[src/dpg_pkg.sv]
`default_nettype none
package dpg_pkg;

	localparam int CFG_IDX_W = 3;

	localparam logic [CFG_IDX_W-1:0] CFG_MAX_RUN     = 3'd0;
	localparam logic [CFG_IDX_W-1:0] CFG_LEVEL_MODE  = 3'd1;
	localparam logic [CFG_IDX_W-1:0] CFG_ILK_PRESENT = 3'd2;
	localparam logic [CFG_IDX_W-1:0] CFG_TANK_FILL   = 3'd3;
	localparam logic [CFG_IDX_W-1:0] CFG_FLOW_RATE   = 3'd4;
	localparam logic [CFG_IDX_W-1:0] CFG_TANK_VOLUME = 3'd5;

	localparam logic [2:0] OP_TICK     = 3'd0;
	localparam logic [2:0] OP_START    = 3'd1;
	localparam logic [2:0] OP_STOP     = 3'd2;
	localparam logic [2:0] OP_RESET_RT = 3'd3;
	localparam logic [2:0] OP_CLR_ERR  = 3'd4;

	localparam logic [1:0] LVL_NONE = 2'd0;
	localparam logic [1:0] LVL_EST  = 2'd1;

	localparam logic [31:0] RST_MAX_RUN     = 32'd0;
	localparam logic [13:0] RST_TANK_FILL   = 14'd10000;
	localparam logic [15:0] RST_FLOW_RATE   = 16'd1500;
	localparam logic [23:0] RST_TANK_VOLUME = 24'd20000;

	// Fill margin of 5 percent, and the fill that passes when usage counts as -1 percent.
	localparam logic [13:0] FILL_MARGIN   = 14'd500;
	localparam logic [13:0] FILL_OFF_LIM  = 14'd400;

	// Milliseconds per hour over centipercent scaling: 3600000 / 10000.
	localparam int SCALE_W = 23;
	localparam logic [SCALE_W-1:0] SCALE_K = 23'd360;

	localparam int QUO_W     = 47;
	localparam int CNT_W     = $clog2(QUO_W);
	localparam logic [CNT_W-1:0] DIV_LAST = CNT_W'(QUO_W - 1);

	typedef struct packed {
		logic [2:0]  opcode;
		logic [31:0] now_ms;
		logic        running_sense;
		logic        level_switch;
		logic        interlock_good;
	} in_word_t;

	typedef struct packed {
		logic        accepted;
		logic        pump_drive;
		logic        overtime_error;
		logic        tank_ok;
		logic [31:0] run_time_ms;
	} out_word_t;

	typedef struct packed {
		logic [31:0] max_run_time_ms;
		logic [1:0]  level_mode;
		logic        interlock_present;
		logic [13:0] tank_fill_centipct;
		logic [15:0] flow_rate_mlh;
		logic [23:0] tank_volume_ml;
	} cfg_t;

	typedef struct packed {
		logic             busy;
		logic [QUO_W-1:0] quo;
		logic             rem_nz;
	} thr_t;

	typedef enum logic [1:0] {
		THR_SCALE,
		THR_MUL,
		THR_DIV,
		THR_IDLE
	} thr_state_t;

endpackage
`default_nettype wire

[src/dpg_thr.sv]
`default_nettype none
module dpg_thr (
	input  logic          clk,
	input  logic          arst_n,
	input  logic          restart,
	input  dpg_pkg::cfg_t cfg,
	output dpg_pkg::thr_t thr
);
	import dpg_pkg::*;

	thr_state_t       state_q;
	thr_state_t       state_n;
	logic [SCALE_W-1:0] scaled_q;
	logic [QUO_W-1:0] dvd_q;
	logic [15:0]      rem_q;
	logic [CNT_W-1:0] cnt_q;
	logic [13:0]      fill_m;
	logic [16:0]      rem_sh;
	logic             ge;

	assign fill_m = cfg.tank_fill_centipct - FILL_MARGIN;
	assign rem_sh = {rem_q, dvd_q[QUO_W-1]};
	assign ge     = rem_sh >= {1'b0, cfg.flow_rate_mlh};

	always_comb begin
		state_n = state_q;
		unique case (state_q)
			THR_SCALE: state_n = THR_MUL;
			THR_MUL:   state_n = THR_DIV;
			THR_DIV: begin
				if (cnt_q == '0) begin
					state_n = THR_IDLE;
				end
			end
			THR_IDLE:  state_n = THR_IDLE;
			default:   state_n = THR_SCALE;
		endcase
		if (restart) begin
			state_n = THR_SCALE;
		end
	end

	always_comb begin
		thr.busy   = (state_q != THR_IDLE);
		thr.quo    = dvd_q;
		thr.rem_nz = (rem_q != '0);
	end

	always_ff @(posedge clk or negedge arst_n) begin
		if (!arst_n) begin
			state_q <= THR_SCALE;
		end else begin
			state_q <= state_n;
		end
	end

	always_ff @(posedge clk) begin
		unique case (state_q)
			THR_SCALE: begin
				scaled_q <= SCALE_W'(fill_m) * SCALE_K;
			end
			THR_MUL: begin
				dvd_q <= QUO_W'(scaled_q) * QUO_W'(cfg.tank_volume_ml);
				rem_q <= '0;
				cnt_q <= DIV_LAST;
			end
			THR_DIV: begin
				dvd_q <= {dvd_q[QUO_W-2:0], ge};
				rem_q <= ge ? 16'(rem_sh - {1'b0, cfg.flow_rate_mlh}) : rem_sh[15:0];
				cnt_q <= cnt_q - 1'b1;
			end
			default: begin
			end
		endcase
	end

endmodule
`default_nettype wire

[src/dpg_core.sv]
`default_nettype none
module dpg_core (
	input  logic               clk,
	input  logic               arst_n,
	input  logic               adv,
	input  dpg_pkg::in_word_t  word,
	input  dpg_pkg::cfg_t      cfg,
	input  dpg_pkg::thr_t      thr,
	input  logic               lim_load,
	input  logic [31:0]        lim_value,
	output dpg_pkg::out_word_t result
);
	import dpg_pkg::*;

	logic [31:0] rt_q, ss_q, lim_q;
	logic        err_q, drv_q;
	logic [31:0] rt_n, ss_n, lim_n;
	logic        err_n, drv_n, acc;
	logic [31:0] delta, rt_add, rt_tick;
	logic        sensed, ilk_bad, hit, tok_now, tok_tick;

	function automatic logic [31:0] sat_add(input logic [31:0] a, input logic [31:0] b);
		logic [32:0] s;
		s = {1'b0, a} + {1'b0, b};
		return s[32] ? '1 : s[31:0];
	endfunction

	function automatic logic tank_ok_f(input logic [31:0] rt, input logic lsw,
			input cfg_t c, input thr_t t);
		logic est;
		if (c.flow_rate_mlh == '0 || c.tank_volume_ml == '0) begin
			est = c.tank_fill_centipct > FILL_OFF_LIM;
		end else if (c.tank_fill_centipct <= FILL_MARGIN) begin
			est = 1'b0;
		end else begin
			est = (QUO_W'(rt) < t.quo) || (QUO_W'(rt) == t.quo && t.rem_nz);
		end
		if (c.level_mode == LVL_NONE) begin
			return 1'b1;
		end else if (c.level_mode == LVL_EST) begin
			return est;
		end
		return lsw;
	endfunction

	always_comb begin
		sensed   = word.running_sense;
		ilk_bad  = cfg.interlock_present & ~word.interlock_good;
		delta    = word.now_ms - ss_q;
		rt_add   = sat_add(rt_q, delta);
		rt_tick  = sensed ? rt_add : rt_q;
		hit      = (lim_q != '0) && (rt_tick >= lim_q);
		tok_now  = tank_ok_f(rt_q, word.level_switch, cfg, thr);
		tok_tick = tank_ok_f(rt_tick, word.level_switch, cfg, thr);

		rt_n  = rt_q;
		ss_n  = ss_q;
		lim_n = lim_q;
		err_n = err_q;
		drv_n = drv_q;
		acc   = 1'b0;
		unique case (word.opcode)
			OP_TICK: begin
				rt_n = rt_tick;
				if (sensed) begin
					ss_n = word.now_ms;
				end
				if (hit) begin
					err_n = 1'b1;
				end
				if (sensed && (hit || !tok_tick || ilk_bad)) begin
					drv_n = 1'b0;
				end
			end
			OP_START: begin
				if (!sensed && !err_q && tok_now && !ilk_bad) begin
					drv_n = 1'b1;
					ss_n  = word.now_ms;
					acc   = 1'b1;
				end
			end
			OP_STOP: begin
				if (sensed) begin
					drv_n = 1'b0;
					rt_n  = rt_add;
					acc   = 1'b1;
				end
			end
			OP_RESET_RT: begin
				rt_n  = '0;
				ss_n  = '0;
				lim_n = cfg.max_run_time_ms;
			end
			OP_CLR_ERR: begin
				if (err_q) begin
					lim_n = sat_add(lim_q, cfg.max_run_time_ms);
					err_n = 1'b0;
				end
			end
			default: begin
			end
		endcase

		result.accepted       = acc;
		result.pump_drive     = drv_n;
		result.overtime_error = err_n;
		result.tank_ok        = tank_ok_f(rt_n, word.level_switch, cfg, thr);
		result.run_time_ms    = rt_n;
	end

	always_ff @(posedge clk or negedge arst_n) begin
		if (!arst_n) begin
			rt_q  <= '0;
			ss_q  <= '0;
			lim_q <= RST_MAX_RUN;
			err_q <= 1'b0;
			drv_q <= 1'b0;
		end else begin
			if (adv) begin
				rt_q  <= rt_n;
				ss_q  <= ss_n;
				err_q <= err_n;
				drv_q <= drv_n;
			end
			if (lim_load) begin
				lim_q <= lim_value;
			end else if (adv) begin
				lim_q <= lim_n;
			end
		end
	end

endmodule
`default_nettype wire

[src/dosing_pump_runtime_guard.sv]
`default_nettype none
// Dosing pump run-time guard. One command word enters per clock while cmd_stall is low; each
// word is held in an input register, evaluated combinationally against the guard state, and its
// response word is captured in an output register; with no stall the sustained rate is one word
// per cycle. The input register can still take one word while a response waits on rsp_stall,
// and then stalls. The tank estimate compares run time against a threshold that a bit-serial
// divider derives from the configuration: after reset and after every configuration write,
// cmd_stall stays high through one scaling step, one multiply step, then 47 divide steps, one
// quotient bit per cycle. Configuration writes are always taken and must only be issued while
// no command word is in flight.
module dosing_pump_runtime_guard (
	input  logic                              clk,
	input  logic                              arst_n,
	input  logic                              cmd_valid,
	output logic                              cmd_stall,
	input  dpg_pkg::in_word_t                 cmd,
	output logic                              rsp_valid,
	input  logic                              rsp_stall,
	output dpg_pkg::out_word_t                rsp,
	input  logic                              cfg_valid,
	output logic                              cfg_ready,
	input  logic [dpg_pkg::CFG_IDX_W-1:0]     cfg_index,
	input  logic [31:0]                       cfg_data
);
	import dpg_pkg::*;

	cfg_t      cfg_q;
	thr_t      thr;
	in_word_t  cmd_s1;
	logic      valid_s1;
	out_word_t rsp_q;
	logic      rsp_valid_q;
	out_word_t result;
	logic      cfg_wr, lim_load, adv, take;

	assign cfg_ready = 1'b1;
	assign cfg_wr    = cfg_valid & cfg_ready;
	assign lim_load  = cfg_wr && (cfg_index == CFG_MAX_RUN);

	assign adv       = valid_s1 && (!rsp_valid_q || !rsp_stall);
	assign cmd_stall = thr.busy || (valid_s1 && !adv);
	assign take      = cmd_valid && !cmd_stall;
	assign rsp_valid = rsp_valid_q;
	assign rsp       = rsp_q;

	always_ff @(posedge clk or negedge arst_n) begin
		if (!arst_n) begin
			cfg_q.max_run_time_ms    <= RST_MAX_RUN;
			cfg_q.level_mode         <= LVL_NONE;
			cfg_q.interlock_present  <= 1'b0;
			cfg_q.tank_fill_centipct <= RST_TANK_FILL;
			cfg_q.flow_rate_mlh      <= RST_FLOW_RATE;
			cfg_q.tank_volume_ml     <= RST_TANK_VOLUME;
		end else if (cfg_wr) begin
			unique case (cfg_index)
				CFG_MAX_RUN:     cfg_q.max_run_time_ms    <= cfg_data;
				CFG_LEVEL_MODE:  cfg_q.level_mode         <= cfg_data[1:0];
				CFG_ILK_PRESENT: cfg_q.interlock_present  <= cfg_data[0];
				CFG_TANK_FILL:   cfg_q.tank_fill_centipct <= cfg_data[13:0];
				CFG_FLOW_RATE:   cfg_q.flow_rate_mlh      <= cfg_data[15:0];
				CFG_TANK_VOLUME: cfg_q.tank_volume_ml     <= cfg_data[23:0];
				default: begin
				end
			endcase
		end
	end

	dpg_thr u_thr (
		.clk     (clk),
		.arst_n  (arst_n),
		.restart (cfg_wr),
		.cfg     (cfg_q),
		.thr     (thr)
	);

	dpg_core u_core (
		.clk       (clk),
		.arst_n    (arst_n),
		.adv       (adv),
		.word      (cmd_s1),
		.cfg       (cfg_q),
		.thr       (thr),
		.lim_load  (lim_load),
		.lim_value (cfg_data),
		.result    (result)
	);

	always_ff @(posedge clk or negedge arst_n) begin
		if (!arst_n) begin
			valid_s1    <= 1'b0;
			rsp_valid_q <= 1'b0;
		end else begin
			if (take) begin
				valid_s1 <= 1'b1;
			end else if (adv) begin
				valid_s1 <= 1'b0;
			end
			if (adv) begin
				rsp_valid_q <= 1'b1;
			end else if (!rsp_stall) begin
				rsp_valid_q <= 1'b0;
			end
		end
	end

	always_ff @(posedge clk) begin
		if (take) begin
			cmd_s1 <= cmd;
		end
		if (adv) begin
			rsp_q <= result;
		end
	end

	// Only a start or a stop can report that it took effect.
	a_acc_op: assert property (@(posedge clk) disable iff (!arst_n)
		adv && result.accepted |-> cmd_s1.opcode == OP_START || cmd_s1.opcode == OP_STOP)
		else $error("accepted set for a command other than start or stop");

	// A start that took effect leaves the pump driven and no error pending.
	a_start_drive: assert property (@(posedge clk) disable iff (!arst_n)
		adv && result.accepted && cmd_s1.opcode == OP_START
		|-> result.pump_drive && !result.overtime_error)
		else $error("accepted start without drive or with error");

	// Resetting run time reports zero run time in the response that follows.
	a_reset_rt: assert property (@(posedge clk) disable iff (!arst_n)
		adv && cmd_s1.opcode == OP_RESET_RT |=> rsp_valid && rsp.run_time_ms == '0)
		else $error("run time not cleared by reset command");

	// No new word enters while the tank threshold is being recomputed.
	a_thr_quiet: assert property (@(posedge clk) disable iff (!arst_n)
		thr.busy && !$past(valid_s1) |-> !valid_s1)
		else $error("word entered during threshold computation");

endmodule
`default_nettype wire

[config.mk]
export PLATFORM = sky130hd
export DESIGN_NAME = dosing_pump_runtime_guard
export DESIGN_NICKNAME = d
export VERILOG_FILES = /design/src/dpg_pkg.sv /design/src/dpg_thr.sv /design/src/dpg_core.sv /design/src/dosing_pump_runtime_guard.sv
export SDC_FILE = /design/constraint.sdc
export NUM_CORES = 2
export LEC_CHECK = 0
export BUFFER_PORTS_ARGS = -buffer_cell sky130_fd_sc_hd__buf_2
export CAP_MARGIN = 5
export CORE_ASPECT_RATIO = 1.5
export CORE_MARGIN = 2
export CORE_UTILIZATION = 35
export DETAILED_ROUTE_END_ITERATION = 8
export PLACE_DENSITY = 0.52
export SYNTH_ARGS = -nofsm -noshare
export SYNTH_HDL_FRONTEND = slang
export SYNTH_SLANG_ARGS = --single-unit
[constraint.sdc]
create_clock -name clk -period 8.21 [get_ports clk]
set_clock_uncertainty 0.15 [all_clocks]
set_input_delay 1.2315 -clock clk [delete_from_list [all_inputs] [get_ports clk]]
set_output_delay 1.2315 -clock clk [all_outputs]
set_load 0.05 [all_outputs]
==> summary.txt <==
Worst Tran Pin Value: 1.140 ns
Top Ports: 117
Hold_buf cts: 0
Final period util: 95.06%
Synth Area in Simple Gates: 15.20%
CP most frequent cell: fa_1
Syn Area/Cell: 9.272 sq um
Largest net degree at the start of global routing: 122
Total Routing Usage GR: 21.92%
Async SR Flop Fraction: 53.95%
Critical Path Start Type: flip-flop
Syn. warnings: 0
Setup tns final: 0 ns
Drt initial violations: 1,440
#FFs+latches synth: 354
Post-synth top area cell: fa_1
DR WL/cell: 21.32 um
Cell area after synthesis: 40,220 sq um
Worst R2R Start: cfg_q[7]
Worst-path clk slew: 0.06 ns
Worst endpoint required time: 8.40 ns
Final count of pins violating max slew: 0
Final hold violations: 0
Vias in the first global route: 32,460
Buf+Inv Stages, Crit Path: 5
Critical path arrival: 8.00 ns
CP Class: reg2reg
Ys flop type: dfrtp_1
Initial Util: 35.19%
Root Buffer: clkbuf_16
Number of CTS-inserted buffers: 45
Critical-path top delay cell: dfrtp_1
First-pass GRT wire length: 195,900 um
Post-synth top cells: nand2_1, inv_1, ha_1, fa_1, o21ai_0
Deepest clock path buffer count: 3
Area Overhead vs Synth: 10.84%
Number of synthesized flops with an enable pin: 163
Netlist cell types: 94
Top-count cell post-synth: nand2_1
Setup violators final: 0
Seq/Total Area, Yosys: 24.11%
# port buffers: 115
Chip Height: 419.2 um
Share of the synthesized area in the top cell type: 20.81%
Adder-cell share of the synthesized area: 34.46%
Post-synthesis mux area share: 1.639%
Area of the die: 117,700 sq um
Core box area: 114,300 sq um
Syn nets: 5,273
MaxCap Viol Count: 0
GR Overflow Total: 0
Synth Area in Compound Gates: 13.77%
Dpl hpwl: 103,200 um
CP startpoint: cfg_q[7]
H-Tree Depth: 2
Total number of vias: 31,200
Crit path largest cell delay: 0.65 ns
Die width: 280.8 um
RSZ-0062 raised after global routing: false
Via density: 5.190
Tmin final: 7.805 ns
Total routed wirelength: 128,200 um
Routability Congestion: 0.9084
Largest family of logic cells by synthesized area: adder cells
Initial antenna violation count: 2
Fmax: 128.1 MHz
Tightest Hold Check Type: reg2reg
Layout Nets: 5,370
Share of layout cells above drive strength 1: 9.258%
CTS sink cnt: 354
Crit path max-delay family: adder cells
Clock tree from TritonCTS: done
Outcome: completed
Min-Delay Startpoint: u_core.ss_q[29]
Std-Cell Rows: 152
XOR/XNOR share of the synthesized area: 3.441%
Worst Setup End Kind: flip-flop
# diodes: 0
Synth top area cells: fa_1, ha_1, edfxtp_1
Post-Synthesis Cells: 4,338
Clock latency on the worst-skew pair: 0.64 ns
Relative slew slack: 24.02%
Crit-path max FO: 13
Drt first pass iters: 6
ANT nets after route: 0
Crit-path cells: buf_4 -> nand2_1 -> fa_1 -> inv_1 -> fa_1 -> fa_1 -> fa_1 -> inv_1 -> fa_1 -> fa_1 -> inv_1 -> fa_1 -> ha_1 -> nand2_1 -> o21ai_0 -> a211oi_1 -> nor3_2 -> a31oi_2 -> buf_4 -> o31a_1 -> o31a_4 -> o31ai_2 -> nor4_1 -> or3_1
DR DRC count: 0
==> cell usage in the layout, fill, tap and decap left out, types with 21 or more instances in the layout <==
cell	count
a21o_1	131
nand2b_1	25
inv_1	605
and2_1	168
o21ai_0	184
ha_1	437
clkbuf_16	45
edfxtp_1	163
nor4_1	32
o21a_1	29
xor2_1	50
nand3_1	68
dfrtp_1	174
buf_2	114
fa_1	418
a21oi_1	159
nand2_1	696
buf_4	107
o21bai_1	21
nor2b_1	47
xnor2_1	108
a31oi_1	24
nand4_1	44
a22o_1	23
o2bb2ai_1	21
a211oi_1	27
nor3_1	23
mux2_2	47
o221ai_1	33
nor2_1	153
==> layer usage <==
metal	up-vias	track usage (%)	routed length, um	part of all wire, %
met3	254	1.672	3600	2.8
li1	14680	-	-	-
met2	662	40.52	66810	52
met4	2	12.13	8126	6.3
met5	-	0	12	0.0094
met1	15610	24.78	49630	39
==> cells by family (layout without fill, tap and decap cells) <==
| logic type | count (synthesis) | in the layout |
|---|---|---|
| xor gates and xnor gates | 158 | 158 |
| adders and majority gates | 857 | 857 |
| DFF | 354 | 354 |
| buffers and inverters | 782 | 916 |
| muxes | 60 | 60 |
| and+or+nand+nor | 1322 | 1322 |
| other | 1 | 1 |
| AOI/OAI and AO/OA | 804 | 804 |
==> cell type report <==
class	count	area, sq um
fillers	11650	69720
flip-flops and latches	354	9696
multi-input cells	3202	27630
well taps	1540	1927
clock buffers	54	1190
inverters	606	2275
clock inverters	30	401.6
repair buffers	226	1468
==> worst min-delay path, delay by kind of cell, from the launching register on <==
family / cells / cell delay [ns]
flip-flops: 1 / 0.34
AO/OA/AOI/OAI: 1 / 0.06
AND/OR/NAND/NOR: 1 / 0.04
==> path summary, 6_finish.rpt <==
path / slack [ns] / end / cells after the start
setup / recovery: 0.41 / u_thr.dvd_q[46] / 24
max in group asynchronous: 6.07 / cfg_q[3] / 2
min in group asynchronous: 0.50 / u_core.ss_q[12] / 1
setup reg to reg: 0.41 / u_thr.dvd_q[46] / 24
hold / removal: 0.33 / u_core.ss_q[29] / 2
hold reg to reg: 0.33 / u_core.ss_q[29] / 2
==> timing repair <==
item	in CTS	in global routing
gates resized for setup	0	5
buffers inserted	0	5
endpoints found under the setup margin	0	6
==> stage by stage <==
step           area, sq um  instances  worst slack [ns]  hold slack [ns]  utilization [%]
2_1_floorplan        40220       4338            0.8883           0.2998                -
3_3_place_gp         42920       5923            0.3995           0.3138            37.55
3_5_place_dp         42920       5923            0.3042           0.3229            37.55
4_1_cts              44520       6007            0.2714           0.3352            38.95
5_1_grt              44580       6012           0.06009           0.3538            39.00
6_report             44580       6012            0.4054           0.3308            39.00
==> state kept, by name, indices dropped and copies added, names as in the netlist, 16 cells and up <==
name and flops:
cfg_q 89, cmd_s1 38, rsp 36, u_core.lim_q 32, u_core.rt_q 32, u_core.ss_q 32
u_thr.dvd_q 47, u_thr.rem_q 16, u_thr.scaled_q 20
Power is not shown: default switching activity piles up to over one toggle a cycle in this logic, so the estimate is an artifact.
